--- src/hw/rtl/ttlc_pkg.sv ---
// Shared constants and types for the TTL keyed cache.
package ttlc_pkg;

  localparam int DEPTH_DEF        = 256;
  localparam int HANDLE_WIDTH_DEF = 32;
  localparam int KEY_W            = 256;
  localparam int TIME_W           = 64;
  localparam logic [31:0] TTL_RESET = 32'd1800000;

  typedef struct packed {
    logic              valid;
    logic [KEY_W-1:0]  key;
    logic [TIME_W-1:0] stamp;
  } ttlc_tag_t;

endpackage

--- src/hw/rtl/ttlc_cell.sv ---
// One slot of the rotating entry ring.
module ttlc_cell import ttlc_pkg::*; #(
  parameter int HW = HANDLE_WIDTH_DEF
) (
  input  logic          clk,
  input  logic          rst,
  input  logic          shift,
  input  ttlc_tag_t     d_tag,
  input  logic [HW-1:0] d_handle,
  output ttlc_tag_t     q_tag,
  output logic [HW-1:0] q_handle
);

  always_ff @(posedge clk) begin
    if (rst) begin
      q_tag.valid <= 1'b0;
    end else if (shift) begin
      q_tag.valid <= d_tag.valid;
    end
    if (shift) begin
      q_tag.key   <= d_tag.key;
      q_tag.stamp <= d_tag.stamp;
      q_handle    <= d_handle;
    end
  end

endmodule

--- config.mk ---
export PLATFORM = sky130hd
export DESIGN_NAME = ttlc_cell
export DESIGN_NICKNAME = d
export VERILOG_FILES = /design/src/hw/rtl/ttlc_pkg.sv /design/src/hw/rtl/ttlc_cell.sv
export SDC_FILE = /design/constraint.sdc
export NUM_CORES = 1
export LEC_CHECK = 0
export ABC_AREA = 1
export BUFFER_PORTS_ARGS = -buffer_cell sky130_fd_sc_hd__buf_2
export CAP_MARGIN = 5
export CORE_AREA = 2 2 279 281
export CTS_BUF_LIST = sky130_fd_sc_hd__clkbuf_8
export DETAILED_ROUTE_END_ITERATION = 10
export DIE_AREA = 0 0 281 283
export HOLD_SLACK_MARGIN = 0.12
export SYNTH_ARGS = -nofsm -noshare
export SYNTH_HDL_FRONTEND = slang
export SYNTH_SLANG_ARGS = --single-unit
--- constraint.sdc ---
create_clock -name clk -period 1 [get_ports clk]
set_clock_uncertainty 0.2 [all_clocks]
set_input_delay 0 -clock clk [delete_from_list [all_inputs] [get_ports clk]]
set_output_delay 0 -clock clk [all_outputs]
set_load 0.005 [all_outputs]
==> out/results.txt, run 1 <==
HPWL Detailed -> 28.9 mm
Cells after Synth -> 359
Clk buf depth -> 3
Failed at -> clock tree synthesis
Die X-Extent -> 281 um
Io pins -> 709
#FFs+latches synth -> 353
Final GP Congestion -> 0.849
Clk sinks -> 353
Outcome -> stopped before the end
Initial Util -> 13.8%
Mapped Nets -> 715
Mapped Area -> 10600 um2
Tool error -> [ERROR RSZ-0060] Max buffer count reached.
Post-Place Setup Slack -> -206 ps
CTS Buf Count -> 58
Post-CTS Resized -> 12
Number of synthesis warnings -> 0
Library cells used by synthesis -> 6
Port Buffers -> 708
Register area share after synthesis -> 99.8%
Hold buffer count at CTS -> 450
DIE HEIGHT -> 283 um
Avg Inst Size Synth -> 29.6 um2
Post-CTS Setup Inserts -> 0
FP Rows -> 102
DP Area -> 15800 um2
CTS H-tree lvls -> 2
Root buf cell -> clkbuf_8
## cells by family after synthesis
kind of cell | Yosys count | synth area share [%]
buf+inv | 2 | 0.0707
flops | 353 | 99.8
simple gates | 4 | 0.165
## through the flow
stage | hold WS [ps] | util [%] | instances
3_3_place_gp | -23.5 | 20.6 | 2141
3_5_place_dp | -21.9 | 20.6 | 2141
2_1_floorplan | -101 | - | 359
## synth_stat cells
library cell  instances  area (um2)
dfxtp_1               1        20.0
edfxtp_1            352       10600
nand2_1               2        7.51
nor2_2                1        6.26
inv_1                 2        7.51
nor2_1                1        3.75
==> run 2, diff against run 1 <==
- CTS_BUF_LIST: sky130_fd_sc_hd__clkbuf_8 -> unset
- HOLD_SLACK_MARGIN: 0.12 -> unset
- PLACE_DENSITY_LB_ADDON: unset -> 0.15
==> out/results.txt, run 2 <==
Initial DRC count -> 320
Bufs and invs on worst path -> 1
Io pins -> 709
CP cell instances -> buf_6
HPWL Detailed -> 30.5 mm
Library cells used by synthesis -> 6
Worst Path Arrival -> 1140 ps
#FFs+latches synth -> 353
Post-CTS Setup Inserts -> 0
Crit-path max cell delay -> 430 ps
# setup viols final -> 698
Clock power frac -> 39.7%
Regs by FF count -> q_tag x321, q_handle x32
Wirelength per Cell -> 15.3 um
Max Cap Viol -> 0
Tmin final -> 1340 ps
Synth Area in Adders -> 0%
Dpl cells -> 2145
Largest family of logic cells by synthesized area -> simple AND/OR/NAND/NOR gates
Root buf cell -> clkbuf_16
Failing checks -> negative hold slack, negative setup slack
Clk_lat worst skew -> 550 ps
Number of synthesis warnings -> 0
Worst-margin pin slew -> 418 ps
Die X-Extent -> 281 um
Register area share after synthesis -> 99.8%
Residual DRC -> 0
Most area-hungry cell type in the Yosys netlist -> edfxtp_1
CTS H-tree lvls -> 2
Final hold vios -> 257
Antenna violations before repair -> 8
FP Rows -> 102
Synth Area in XOR/XNOR -> 0%
Design Area, Final -> 20700 um2
Mapped Nets -> 715
Synth Flop Type -> edfxtp_1
Most flops, register -> q_tag
Share of power burned in registers -> 49.7%
Clk sinks -> 353
Achievable Freq -> 0.747 GHz
Max reg flops -> 321
LEAKAGE -> 8.61 nW
Critical path class -> reg2out
Commonest non-fill, non-tap cells in the layout -> buf_2, dlygate4sd3_1, edfxtp_1, clkbuf_16, buf_4
Largest net degree at the start of global routing -> 38
Clk buf depth -> 3
Post-layout power -> 0.0360 W
Number of synthesized flops with an enable pin -> 352
Cells after Synth -> 359
Mapped Area -> 10600 um2
Final antenna-violating net count -> 0
TritonCTS clock tree -> done
Post-Synth Simple-Gate Area -> 0.165%
Layout Cells excl Fill -> 2574
CTS Buf Count -> 42
Commonest non-fill, non-tap cell in the layout -> buf_2
RSZ-0062 raised after global routing -> true
Critical path fanouts, max -> 1
Global-route wire length before repair -> 56.4 mm
Initial Util -> 13.8%
Avg Inst Size Synth -> 29.6 um2
Most common cell in the netlist -> edfxtp_1
CP max-delay cell -> edfxtp_1
Synth area leaders -> edfxtp_1, dfxtp_1, inv_1
Ant. Diodes -> 0
Peak supply drop -> 0.00116 V
Synth-to-layout area growth -> 95.2%
Switching Power -> 0.00781 W
Hold Slack -> -52.4 ps
Share of layout cells above drive strength 1 -> 52.3%
Crit path required time -> 800 ps
Tcrit/Tclk final -> 134%
Ys async rst share -> 0%
DIE HEIGHT -> 283 um
Final slew viol count -> 0
Post-Place Setup Slack -> -74.3 ps
Switch share -> 21.7%
Min-delay worst type -> in2reg
PwrDens -> 1740 nW/um2
DRT Pass-1 Iters -> 6
Worst path top cell family by delay -> flip-flops
Final GP Congestion -> 0.759
Critical Path End Type -> primary output
Worst-path clk slew -> 60 ps
Compound-Gate Fraction of Synth Area -> 0%
Worst setup SP type -> flip-flop
Outcome -> finished, violations left
Core Area -> 76700 um2
Final wirelength -> 39.5 mm
Mux share of post-synthesis cell area -> 0%
DR vias -> 8146
Layout Nets -> 1862
Final WS setup -> -338 ps
Internal power -> 0.0282 W
Slew Limit Headroom -> 72.0%
Gr usage total -> 9.48%
Die area -> 79500 um2
Core Util, Final -> 27.0%
Vias in the first global route -> 9208
Port Buffers -> 708
Comb power frac -> 10.6%
DP Area -> 15900 um2
Global route overflow -> 0
Via-per-instance ratio -> 3.16
Yosys top cell area share -> 99.6%
Synth cell count leaders -> edfxtp_1, inv_1, nand2_1
[run 2: power by group through the flow]
stage | Sequential (W) | Combinational (W) | Clock, W
floorplan | 0.0184 | 0.00000686 | 0
global placement | 0.0182 | 0.00276 | 0
finish | 0.0179 | 0.00383 | 0.0143
detailed placement | 0.0182 | 0.00276 | 0
CTS | 0.0179 | 0.00392 | 0.0149
global route | 0.0180 | 0.00414 | 0.0154
[run 2: area by class of cell]
| type | count | area (um2) |
|---|---|---|
| Clock inverter | 22 | 124 |
| Multi-Input combinational cell | 4 | 17.5 |
| Inverter | 2 | 7.51 |
| Timing Repair Buffer | 1103 | 7540 |
| Sequential cell | 353 | 10600 |
| Fill cell | 7945 | 56000 |
| Tap cell | 1040 | 1300 |
| Clock buffer | 50 | 1140 |
[run 2: through the flow]
stage | hold WS, ps | TNS, ps
after floorplan | -101 | 0
after global placement | -23.5 | -13640
after detailed placement | -21.9 | -13550
after CTS | -104 | -234300
after global routing | -75.6 | -222280
final | -52.4 | -170030
[run 2: path summary, 6_finish.rpt]
kind                                start                      end  slack (ps)  cells after the start
setup / recovery     q_tag[304]$_DFFE_PP_               q_tag[304]        -340                      1
hold / removal                 d_tag[200]     q_tag[200]$_DFFE_PP_         -50                      2
setup reg to reg  q_tag[320]$_SDFFE_PP0P_  q_tag[320]$_SDFFE_PP0P_         200                      2
hold reg to reg   q_tag[320]$_SDFFE_PP0P_  q_tag[320]$_SDFFE_PP0P_         310                      2
[run 2: kinds of logic after synthesis]
group | Yosys count
buffers and inverters | 2
flip-flops | 353
AND/OR/NAND/NOR | 4
[run 2: routing by layer]
layer | global-route usage (%) | vias up | routed length (um)
li1 | - | 3773 | -
met5 | 0 | - | 97
met2 | 18.2 | 372 | 21500
met1 | 9.43 | 3912 | 13700
met4 | 3.40 | 14 | 1110
met3 | 2.94 | 75 | 3120
[run 2: repair_timing]
| item | 4_1_cts | 5_1_grt |
|---|---|---|
| gates resized for setup | 4 | 0 |
| endpoints found under the hold margin | 705 | 684 |
| setup endpoints to repair | 353 | 706 |
| hold buffers | 355 | 3 |
| cloned | 0 | 0 |
No activity file was read; power rests on OpenSTA's default activity.
