## src/hw/rtl/ttlc_pkg.sv

```systemverilog
// Shared constants and types for the TTL keyed cache.
package ttlc_pkg;

  localparam int DEPTH_DEF        = 256;
  localparam int HANDLE_WIDTH_DEF = 32;
  localparam int KEY_W            = 256;
  localparam int TIME_W           = 64;
  localparam logic [31:0] TTL_RESET = 32'd1800000;

  typedef struct packed {
    logic              valid;
    logic [KEY_W-1:0]  key;
    logic [TIME_W-1:0] stamp;
  } ttlc_tag_t;

endpackage

```

## src/hw/rtl/ttlc_seq.sv

```systemverilog
// Scan sequencer: examines the ring head each cycle of a scan pass and builds the result word.
module ttlc_seq import ttlc_pkg::*; #(
  parameter int DEPTH = DEPTH_DEF,
  parameter int HW    = HANDLE_WIDTH_DEF
) (
  input  logic          clk,
  input  logic          rst,
  input  logic          cfg_we,
  input  logic [31:0]   ttl_ms,
  input  logic          in_valid,
  output logic          in_ready,
  input  logic          kind,
  input  logic [63:0]   now_ms,
  input  logic [63:0]   key_word0,
  input  logic [63:0]   key_word1,
  input  logic [63:0]   key_word2,
  input  logic [63:0]   key_word3,
  input  logic [31:0]   entry_handle,
  output logic          out_valid,
  input  logic          out_ready,
  output logic          hit,
  output logic [31:0]   found_handle,
  output logic [7:0]    slot_used,
  output logic          displaced_valid,
  output logic [31:0]   displaced_handle,
  output logic          shift,
  input  ttlc_tag_t     head_tag,
  input  logic [HW-1:0] head_handle,
  output ttlc_tag_t     fb_tag,
  output logic [HW-1:0] fb_handle
);

  localparam int IW = $clog2(DEPTH);
  localparam logic [IW-1:0] LAST = IW'(DEPTH - 1);

  typedef enum logic [2:0] {IDLE, LOOK, FIND, WRITE, DONE} state_t;

  state_t         state;
  logic [31:0]    ttl;
  logic [IW-1:0]  cnt;
  logic           flag;
  logic [IW-1:0]  tgt;
  logic [IW-1:0]  oidx;
  logic [63:0]    oldest;
  logic [63:0]    now;
  logic [KEY_W-1:0] key;
  logic [HW-1:0]  hnd;
  logic           r_hit;
  logic [31:0]    r_fh;
  logic [IW-1:0]  r_slot;
  logic           r_dv;
  logic [31:0]    r_dh;

  logic [63:0]    age;
  logic           expired;
  logic           match;
  logic [HW+31:0] head_ext;
  logic [HW+31:0] in_ext;
  logic [IW+7:0]  slot_ext;

  assign age      = now - head_tag.stamp;
  assign expired  = age > {32'd0, ttl};
  assign match    = head_tag.key == key;
  assign head_ext = {32'd0, head_handle};
  assign in_ext   = {{HW{1'b0}}, entry_handle};
  assign slot_ext = {8'd0, r_slot};
  assign in_ready = state == IDLE;
  assign shift    = state == LOOK || state == FIND || state == WRITE;

  always_comb begin
    fb_tag    = head_tag;
    fb_handle = head_handle;
    case (state)
      LOOK: begin
        if (!flag && head_tag.valid && expired) fb_tag.valid = 1'b0;
      end
      WRITE: begin
        if (cnt == tgt) begin
          fb_tag.valid = 1'b1;
          fb_tag.key   = key;
          fb_tag.stamp = now;
          fb_handle    = hnd;
        end
      end
      default: ;
    endcase
  end

  always_ff @(posedge clk) begin
    if (rst) begin
      state     <= IDLE;
      ttl       <= TTL_RESET;
      out_valid <= 1'b0;
    end else begin
      if (cfg_we) ttl <= ttl_ms;
      if (out_valid && out_ready && state != DONE) out_valid <= 1'b0;
      case (state)
        IDLE: begin
          if (in_valid) begin
            now    <= now_ms;
            key    <= {key_word3, key_word2, key_word1, key_word0};
            hnd    <= in_ext[HW-1:0];
            cnt    <= '0;
            flag   <= 1'b0;
            r_hit  <= 1'b0;
            r_fh   <= '0;
            r_slot <= '0;
            r_dv   <= 1'b0;
            r_dh   <= '0;
            state  <= kind ? FIND : LOOK;
          end
        end
        LOOK: begin
          if (!flag && head_tag.valid && !expired && match) begin
            flag   <= 1'b1;
            r_hit  <= 1'b1;
            r_fh   <= head_ext[31:0];
            r_slot <= cnt;
          end
          cnt <= cnt + 1'b1;
          if (cnt == LAST) state <= DONE;
        end
        FIND: begin
          if (!flag && (!head_tag.valid || expired)) begin
            flag <= 1'b1;
            tgt  <= cnt;
          end
          if (cnt == '0 || head_tag.stamp < oldest) begin
            oldest <= head_tag.stamp;
            oidx   <= cnt;
          end
          if (cnt == LAST) begin
            cnt <= '0;
            if (!flag && !(!head_tag.valid || expired)) begin
              tgt <= (head_tag.stamp < oldest) ? cnt : oidx;
            end
            state <= WRITE;
          end else begin
            cnt <= cnt + 1'b1;
          end
        end
        WRITE: begin
          if (cnt == tgt) begin
            r_dv   <= head_tag.valid;
            r_dh   <= head_tag.valid ? head_ext[31:0] : 32'd0;
            r_slot <= cnt;
          end
          cnt <= cnt + 1'b1;
          if (cnt == LAST) state <= DONE;
        end
        DONE: begin
          if (!out_valid || out_ready) begin
            out_valid        <= 1'b1;
            hit              <= r_hit;
            found_handle     <= r_fh;
            slot_used        <= slot_ext[7:0];
            displaced_valid  <= r_dv;
            displaced_handle <= r_dh;
            state            <= IDLE;
          end
        end
        default: state <= IDLE;
      endcase
    end
  end

endmodule

```

## config.mk

```make
export PLATFORM = sky130hd
export DESIGN_NAME = ttlc_seq
export DESIGN_NICKNAME = d
export VERILOG_FILES = /design/src/hw/rtl/ttlc_pkg.sv /design/src/hw/rtl/ttlc_seq.sv
export SDC_FILE = /design/constraint.sdc
export NUM_CORES = 1
export LEC_CHECK = 0
export ABC_CLOCK_PERIOD_IN_PS = 10740
export BUFFER_PORTS_ARGS = -buffer_cell sky130_fd_sc_hd__buf_2
export CAP_MARGIN = 30
export CORE_AREA = 2 2 461 463
export CTS_BUF_LIST = sky130_fd_sc_hd__clkbuf_8
export DETAILED_ROUTE_END_ITERATION = 8
export DIE_AREA = 0 0 463 465
export GPL_TIMING_DRIVEN = 0
export SLEW_MARGIN = 30
export SYNTH_ARGS = -nofsm -noshare
export SYNTH_HDL_FRONTEND = slang
export SYNTH_SLANG_ARGS = --single-unit
```

## constraint.sdc

```tcl
create_clock -name clk -period 10.74 [get_ports clk]
set_input_delay 2.148 -clock clk [delete_from_list [all_inputs] [get_ports clk]]
set_output_delay 2.148 -clock clk [all_outputs]
set_load 0.005 [all_outputs]
```

# Word level (Yosys, flattened, before mapping)
# Cells that the tools add are included.
# op_classes
addsub	2
n_lt_le_gt_ge	2
n_eq_ne	15
mux	38
bitwise	1
reduce_logical	36
# ops
cell	n
2-to-1 mux 321 bit	1
2-to-1 mux 320 bit	1
== test 256 bit	1
2-to-1 mux 32 bit	6
case mux 32 bit (2 select lines)	2
> comparator 64 x 32 -> 1 bit	1
< comparator 64 bit	1
2-to-1 mux 8 bit	8
subtractor 64 bit	1
case mux 8 bit (3 select lines)	2
2-to-1 mux 3 bit	4
case mux 3 bit (4 select lines)	1
AND reduction 3 bit	4
AND reduction 4 bit	3
!= test 2 x 1 -> 1 bit, second input constant	5
AND reduction 5 bit	2
nonzero test 3 bit	3
adder 8 x 1 -> 8 bit, second input constant	1
== test 8 bit	1
== test 8 bit, second input constant	1
logical AND 1 bit	8
logical NOT 8 bit	1
2-to-1 mux 1 bit	8
== test 3 x 2 -> 1 bit, second input constant	2
other kinds (14)	26
# totals
reg_bits	625
in_bits	743
wordCells	115

# Logic depth before layout (Yosys ltp)
# Gate-level depths: netlist (run 1).
# logic_depth
word_depth	7
mapped_depth	25

# Least setup slack after synthesis (run 1)
# OpenSTA, ideal clock, no wires.
# synth_timing
path_kind	input port to flip-flop
startpoint	input port rst
endpoint	register hnd[0], enable pin
setup_time_ns	0.762
t_arrival_ns	10.232
t_required_ns	9.978
path_slack_ns	-0.254
stages	2
path_buffers	0
path_cell_list	inv_1 -> and3_1
# synth_between
elab_chain_cells	2
# synth_lines
item	line_no	rtl
start, declared	ttlc_seq.sv:7	input logic rst,
inverter 1 bit (no line)	--	
AND reduction 3 bit (no line)	--	
end signal, assigned	ttlc_seq.sv:102	hnd <= in_ext[HW-1:0];
end, declared	ttlc_seq.sv:47	logic [HW-1:0] hnd;
# No other way between the ends.
# A chain may end at the register's enable or synchronous reset.

==> summary.md, run 1 <==
Port buffering added 1171 buffers. The later pin in the worst-skew pair is clocked with a latency of 0.92 ns. Using the TritonRoute via totals, the vias-per-cell ratio works out to 4.43. Counting instances in the post-synthesis netlist gives the leading cell types as sky130_fd_sc_hd__edfxtp_1 (589), sky130_fd_sc_hd__mux2_2 (335), sky130_fd_sc_hd__inv_1 (223). Yosys mapped a number of flops with a built-in enable equal to 589.

The maximum fanout along the worst path is 4. The all-layer global routing usage is 0.227. Across the VDD grid, the largest voltage drop is 0.000121 V.

Entering global routing, the biggest net connects 49 pins. The tools report the number of global-route vias before repair as 30.5k. Number of violations of the max-capacitance limit: 0. Detailed routing inserted a total of 32.5k vias. The sequential-to-total area share from yosys stat was 0.530; the global-route wire length before repair was 317000 µm. The worst path needs 10.51 ns of the cycle, external delays included. The post-route antenna net violation count came out at 0. The type of the worst setup path was in -> out. Routability-driven placement finished with a final weighted congestion of 1.34. The relative max-transition margin is 0.204, and the count of buffer and inverter cells on the critical path is 3.

TritonCTS built the clock tree. STA classifies the critical path endpoint as an output pin. The first routing iteration left 3700 violations. CTS saw 625 sinks. The layout cell share with drive strength beyond 1 works out to 0.427.

At the worst endpoint, the required time is 8.59 ns. After floorplanning, the core was sized to cover 211000 µm². The static leakage power was 19.5 nW; the final worst clock skew was 0.0785 ns. For the count of final hold-check violations, the log shows 0.

The actual transition at the worst max-transition pin was 1.19 ns. Measured along the x axis, the die boundary spans 463 µm. The H-tree was split into 4 levels. Wires add up to 254000 µm. The Yosys step of the flow raised 0 warnings. After legalization and detailed placement, the total HPWL measured 219000 µm. The cell count after synthesis came out at 2868.

The detailed-route wire length per cell was 34.7 µm. The count of placed standard cells including taps is 6906. The floorplan has 169 rows. Total count of max-transition violations in the final report: 0. In the routed design, unresolved DRC markers number 0. The end-of-flow core utilization is 0.229, and the signed area change from the synthesized netlist to the final layout is 38.9%. Power spread over the standard cell area amounts to 138 nW/µm². For the worst setup path, the data arrival time is 8.36 ns.

For the total negative slack, the log shows 0 ns. The async set-reset flop share out of synthesis works out to 0. The slowest stage of the critical path is the sky130_fd_sc_hd__or4_1 cell. Path category of the worst min-delay check: reg -> reg.

Clock tree synthesis selected as its root buffer the cell sky130_fd_sc_hd__clkbuf_8. The share of the cycle needed by the critical path after routing came out at 0.979. The die covers 215000 µm².

The tools report the initial antenna violation count as 294. The run finished with clean final reports. Dominant synthesized flop cell: sky130_fd_sc_hd__edfxtp_1.

The tools report the unique cell type count in the Yosys netlist as 92. By instance count, the leading cell after synthesis is sky130_fd_sc_hd__edfxtp_1. Startpoint type of the worst setup path: an input pin. In the post-synthesis netlist, the biggest area contributors are sky130_fd_sc_hd__edfxtp_1 (51%), sky130_fd_sc_hd__mux2_2 (11%), sky130_fd_sc_hd__ha_1 (5.8%).

The leading area contributor after synthesis was sky130_fd_sc_hd__edfxtp_1. The initial cell density of the core is 0.165. The placed instances occupy a cell area of 45100 µm². The tools report the fmax as 0.0951 GHz. Clock-pin slew was measured on the worst setup and hold paths at 0.06 ns. The count of nets after finishing was 5128; the stage delay of the slowest cell on the critical path was 0.58 ns. In this run, synthesis produced a sequential element count of 625.

Setup violations remaining at the end of the flow were counted as 0. Mean area per synthesized cell: 12.1 µm². TritonCTS created 131 clock buffers. The vertical die dimension came out at 465 µm. The finished cells cover 48200 µm². Leaving out filler cells and counting taps, the final layout contains 7340.

The first detailed-routing pass ran for 6 iterations. The signal on the critical path passes through buf_2 -> ha_1 -> inv_1 -> fa_1 -> a211oi_1 -> o211ai_1 -> and2_2 -> o22a_4 -> a21oi_1 -> o21ai_0 -> xor2_1 -> ha_1 -> nand4_1 -> nor4_4 -> and3_1 -> o221ai_1 -> nor4_2 -> nand3_1 -> nor4_2 -> nand4b_1 -> or4_1 -> o311ai_1 -> a22o_1 -> buf_2. In this run the cell area of the synthesized design comes to 34700 µm².

During I/O placement, the number of pins put on the boundary was 1173. Among cell families on the critical path, the largest total delay comes from simple AND/OR/NAND/NOR gates. The share of the synthesized area in the top cell type works out to 0.509. Summed over all layers, the global routing overflow is 0. Hold is met by 0.384 ns. For the net count after synthesis, the log shows 3772. No sink is reached through more buffers than the 3 on the longest clock path.
## sequential cells by signal, indices dropped and copies added, names as in the netlist, 3 cells and up
register	flops
displaced_handle	32
state	3
oldest	64
slot_used	8
hnd	32
found_handle	32
ttl	32
r_dh	32
oidx	8
tgt	8
r_fh	32
key	256
now	64
cnt	8
r_slot	8
## kinds of logic (layout without fill, tap and decap cells)
logic type,count (synthesis),after routing,synth area share
flip-flops,625,625,0.530
multiplexers,361,361,0.116
AO/OA/AOI/OAI,453,453,0.0864
XOR/XNOR,295,295,0.0744
other,0,196,0
AND/OR/NAND/NOR,644,644,0.0988
adder cells (fa/ha/maj),161,161,0.0582
buffers and inverters,329,1784,0.0364
## worst register-to-register path, stage by stage, from the launching register on
cell and delay [ns]:
sky130_fd_sc_hd__edfxtp_1 0.36, sky130_fd_sc_hd__inv_1 0.18, sky130_fd_sc_hd__ha_1 0.26, sky130_fd_sc_hd__inv_1 0.08, sky130_fd_sc_hd__fa_1 0.42, sky130_fd_sc_hd__a211oi_1 0.36
sky130_fd_sc_hd__o211ai_1 0.14, sky130_fd_sc_hd__and2_2 0.23, sky130_fd_sc_hd__o22a_4 0.23, sky130_fd_sc_hd__a21oi_1 0.27, sky130_fd_sc_hd__o21ai_0 0.17, sky130_fd_sc_hd__xor2_1 0.18
sky130_fd_sc_hd__ha_1 0.30, sky130_fd_sc_hd__nand4_1 0.17, sky130_fd_sc_hd__nor4_4 0.43, sky130_fd_sc_hd__and3_1 0.30, sky130_fd_sc_hd__or3_1 0.16, sky130_fd_sc_hd__o311a_1 0.18
sky130_fd_sc_hd__nand4_1 0.09, sky130_fd_sc_hd__or4_1 0.57, sky130_fd_sc_hd__and4bb_1 0.36, sky130_fd_sc_hd__nand4_2 0.24, sky130_fd_sc_hd__or4b_4 0.60, sky130_fd_sc_hd__a211oi_4 0.53
sky130_fd_sc_hd__buf_16 0.22, sky130_fd_sc_hd__buf_6 0.21, sky130_fd_sc_hd__buf_6 0.20
## through the flow
stage | power [mW] | setup slack [ns]
global route | 6.92 | -0.0145
detailed placement | 4.10 | -0.260
CTS | 6.72 | 0.122
floorplan | 3.47 | 0.921
finish | 6.65 | 0.229
global placement | 4.09 | -3.67
## cell usage in the layout, fill, tap and decap left out, types with 28 or more instances in the layout
master	count
sky130_fd_sc_hd__mux2_2	335
sky130_fd_sc_hd__a21o_1	32
sky130_fd_sc_hd__a21oi_1	131
sky130_fd_sc_hd__and2_1	79
sky130_fd_sc_hd__ha_1	160
sky130_fd_sc_hd__inv_1	248
sky130_fd_sc_hd__nand4_1	79
sky130_fd_sc_hd__nand3_1	34
sky130_fd_sc_hd__o21ai_0	78
sky130_fd_sc_hd__nor2_1	112
sky130_fd_sc_hd__xor2_1	216
sky130_fd_sc_hd__clkinv_1	29
sky130_fd_sc_hd__nor4_1	56
sky130_fd_sc_hd__clkbuf_8	136
sky130_fd_sc_hd__dfxtp_1	36
sky130_fd_sc_hd__edfxtp_1	589
sky130_fd_sc_hd__diode_2	196
sky130_fd_sc_hd__nand2_1	153
sky130_fd_sc_hd__clkbuf_1	47
sky130_fd_sc_hd__clkbuf_2	28
sky130_fd_sc_hd__xnor2_1	78
sky130_fd_sc_hd__buf_2	1194
## final cells by class
cell class                 instances  area, µm²
inverter                         224        841
tap                             2821       3530
buffer                           105        459
clock inverter                    96        636
antenna                          196        490
multi-input combinational       1914      15200
clock buffer                     136       1870
sequential                       625      18400
fill                           23000     163000
timing repair buffer            1223       6780
## per-layer routing
metal,wire [µm],vias to the layer above,GRT usage
met5,891,-,0
met3,27600,697,0.0918
li1,-,13700,-
met2,122000,2224,0.375
met1,88600,15900,0.243
met4,15600,98,0.140
## timing repair
item,4_1_cts,5_1_grt
hold buffers,0,0
pin swaps,0,5
buffers inserted,0,6
gates resized for setup,5,6
endpoints found under the setup margin,1,1
gates cloned,0,0
## worst paths after layout
| check | startpoint | end | slack [ns] | cells past startpoint |
|---|---|---|---|---|
| min | r_dh[16] | displaced_handle[16] | 0.38 | 0 |
| min reg2reg | r_dh[16] | displaced_handle[16] | 0.38 | 0 |
| max | head_tag[0] | fb_tag[320] | 0.23 | 24 |
| max reg2reg | now[0] | r_fh[4] | 3.01 | 26 |
## report_power, final
part           internal [mW]  leakage (nW)  total, mW  switching [mW]
registers               2.81          5.74       2.90          0.0886
clock network           1.29          1.38       2.57            1.28
logic                  0.453          12.4       1.18           0.730
total                   4.55          19.5       6.65            2.10
Note: power is estimated with default switching activity, not from simulation.
==> run 2, diff against run 1 <==
==> constraint.sdc (replaced) <==
create_clock -name clk -period 10.74 [get_ports clk]
set_input_delay 1.074 -clock clk [delete_from_list [all_inputs] [get_ports clk]]
set_output_delay 1.074 -clock clk [all_outputs]
set_load 0.005 [all_outputs]
==> summary.md, run 2 (synthesis results as in run 1) <==
The run finished with clean final reports. The relative max-transition margin came out at 0.229 (+0.0253). The count of nets after finishing is 5126 (-0.039%), and the count of placed standard cells including taps is 6909 (+0.043%). The vertical die dimension came out at 465 µm (unchanged).

The run gives 6 (unchanged) as the number of detailed-routing iterations run before antenna repair. The switching power was 2.13 mW (+1.8%); the stage delay of the slowest cell on the critical path was 0.70 ns (+0.12 ns). The largest registers in the layout are key: 256 flops, now: 64 flops, oldest: 64 flops. The clock share of power is 0.410 (+0.023), and the row count is 169 (unchanged). The CTS sink count was 625 (unchanged); the core box area was 211000 µm² (unchanged). Broken down by cell family, the worst path's largest delay share belongs to simple AND/OR/NAND/NOR gates. TritonCTS built the clock tree. The final critical delay including setup and external delays was 9.02 ns (-1.49 ns). The count of buffers inserted at the top-level ports works out to 1171 (unchanged).

The tree is rooted in a sky130_fd_sc_hd__clkbuf_8. The share of total power in sequential cells is 0.419 (-0.016), and the fmax is 0.111 GHz (+17%). The final worst clock skew was 0.0767 ns (-0.00180 ns); the internal power contribution was 4.77 mW (+4.6%). The run gives 132 (+0.76%) as the number of buffers inserted during clock tree synthesis.

The layout cell share with drive strength beyond 1 is 0.425 (-0.00135). Number of violations of the max-capacitance limit: 0 (unchanged). The data arrival at the endpoint of the critical path is 7.95 ns (-0.41 ns), and the number of top-level pins is 1173 (unchanged). The maximum fanout along the worst path is 7 (+3).

The global-route wire length before repair was 319000 µm (+0.93%); the clock-pin slew on the worst setup and hold paths was 0.07 ns (about the same). The setup violation total in the final timing report is 0 (unchanged), and the share of power burned in combinational logic is 0.171 (-0.007). The critical path is of the reg -> out type. For the number of filler instances in the final layout, the log shows 22.9k (-0.51%). The largest register by flop count was key. The estimated wirelength of the detail-placed design was 223000 µm (+1.7%). The power density over the cells was 142 nW/µm² (+3.4%); the die width was 463 µm (unchanged). The all-layer global routing usage was 0.230 (+0.00261).

The die area is 215000 µm² (unchanged), and the static leakage power is 19.6 nW (+0.57%). The run gives 0 (unchanged) as the total count of max-transition violations in the final report. Leaving out fill and tap cells, the most frequent cell in the layout is sky130_fd_sc_hd__buf_2.

The share of the cycle needed by the critical path after routing works out to 0.840 (-0.139). The detailed-route DRC error count was 0 (unchanged). The run gives 0.320 ns (-0.0639 ns) as the minimum hold slack. Among all stages on the critical path, the largest delay is contributed by sky130_fd_sc_hd__nor4_2. The tools report the total negative slack as 0 ns (unchanged). For the data required time of the worst path, the log shows 9.67 ns (+1.08 ns). STA classifies the critical path endpoint as an output pin.

The final cell count without fillers was 7326 (-0.19%). The H-tree level count is 4 (unchanged). The detailed-route wire length per cell is 35.0 µm (+1.1%), and the total wire length is 257000 µm (+0.89%).

The last weighted congestion value of the routability-driven placer was 1.23 (-8.4%); the maximum ir drop on the vdd rail was 0.000119 V (-1.4%). The logs give 0 (unchanged) for the number of buffers inserted by post-CTS setup repair and 0 (unchanged) for the hold-fix buffer count after cts. Count of final hold-check violations: 0 (unchanged). The run gives 0 (-5) as the post-cts repair resize count.

The top cell types in the final layout, fill and taps aside, are sky130_fd_sc_hd__buf_2 (1192), sky130_fd_sc_hd__edfxtp_1 (589), sky130_fd_sc_hd__mux2_2 (335). The vias per cell is 4.41 (-0.61%). The aggregate global routing overflow is 0 (unchanged). The actual transition at the worst max-transition pin was 1.15 ns (-0.0463 ns).

The worst setup path is launched from a flop. The maximum clock path buffer count came out at 3 (unchanged). The run gives 6.90 mW (+3.7%) as the total power. Clock insertion delay at the later pin of the skew report: 0.93 ns (about the same). The tools report the initial cell density of the core as 0.165 (unchanged). The switching share of power is 0.309 (-0.00597). The post-route antenna net violation count was 0 (unchanged); the count of buffer and inverter cells on the critical path was 1 (-2). For the DRC marker count from the first detailed-route iteration, the log shows 3638 (-1.7%).

The number of global-route vias before repair was 30.4k (-0.14%). The critical path goes through ha_1 -> a21oi_1 -> nand2_1 -> a221oi_4 -> nand2_1 -> a31o_2 -> xor2_1 -> ha_1 -> nand4_1 -> nor4_2 -> and3_1 -> o221ai_1 -> nor4_1 -> nand3_1 -> nor4_1 -> nand4b_1 -> or4_1 -> o311ai_1 -> a22o_1 -> buf_2. The number of flip-flops in the largest register is 256 (unchanged).

For the maximum number of pins on one net before global-route repair, the log shows 49 (unchanged). Setup repair after global routing left no endpoint under its margin. The worst hold path belongs to the class in -> reg. The run gives 314 (+6.8%) as the initial antenna violation count.

The detailed-route via count was 32.3k (-0.80%); the signed area change from the synthesized netlist to the final layout was 39.4%.
## run 2: area by class of cell
type / instances / area (µm²) / share of cell area
clock inverter: 103 / 912 / 0.0188
inverter: 224 / 841 / 0.0174
tap: 2821 / 3530 / 0.0729
buffer: 105 / 463 / 0.00956
antenna: 180 / 450 / 0.00930
clock buffer: 134 / 1840 / 0.0381
multi-input combinational: 1914 / 15200 / 0.314
timing repair buffer: 1220 / 6780 / 0.140
sequential: 625 / 18400 / 0.380
## run 2: power by group through the flow
stage,combinational (mW),clock (mW),sequential [mW]
after floorplan,0.560,0,2.93
after global placement,1.13,0,3.00
after detailed placement,1.16,0,2.94
after CTS,1.17,2.92,2.89
after global routing,1.26,3.00,2.90
final,1.18,2.83,2.89
## run 2: per-stage QoR
stage	setup slack [ns]	util	instance area, µm²
after floorplan	0.820	-	34700
after global placement	-5.79	0.209	44100
after detailed placement	1.88	0.214	45200
after CTS	1.89	0.228	48000
after global routing	1.49	0.229	48300
final	1.72	0.230	48400
## run 2: worst paths after layout
| check | endpoint | startpoint | slack [ns] | cells after the start |
|---|---|---|---|---|
| worst max-delay path | fb_tag[320] | now[12] | 1.72 | 20 |
| worst min-delay path | key[204] | key_word3[12] | 0.32 | 1 |
| worst max register to register | r_fh[18] | now[12] | 2.43 | 23 |
| worst min register to register | slot_used[0] | r_slot[0] | 0.40 | 0 |
## run 2: layer usage
metal  track usage  up-vias  share of wire  wire [µm]
met1         0.243    15700           0.35      89000
li1              -    13600              -          -
met5             0        -         0.0031        797
met4         0.135      118          0.062      15900
met3        0.0977      691           0.11      28400
met2         0.382     2129           0.48     122000
## run 2: worst register-to-register path, delay by kind of cell (launching register included)
kind,cells,cell delay [ns]
DFF,1,0.47
and+or+nand+nor,11,3.98
buffers and inverters,4,0.77
adders and majority gates,2,0.77
xor gates and xnor gates,1,0.16
AOI/OAI and AO/OA,5,1.88
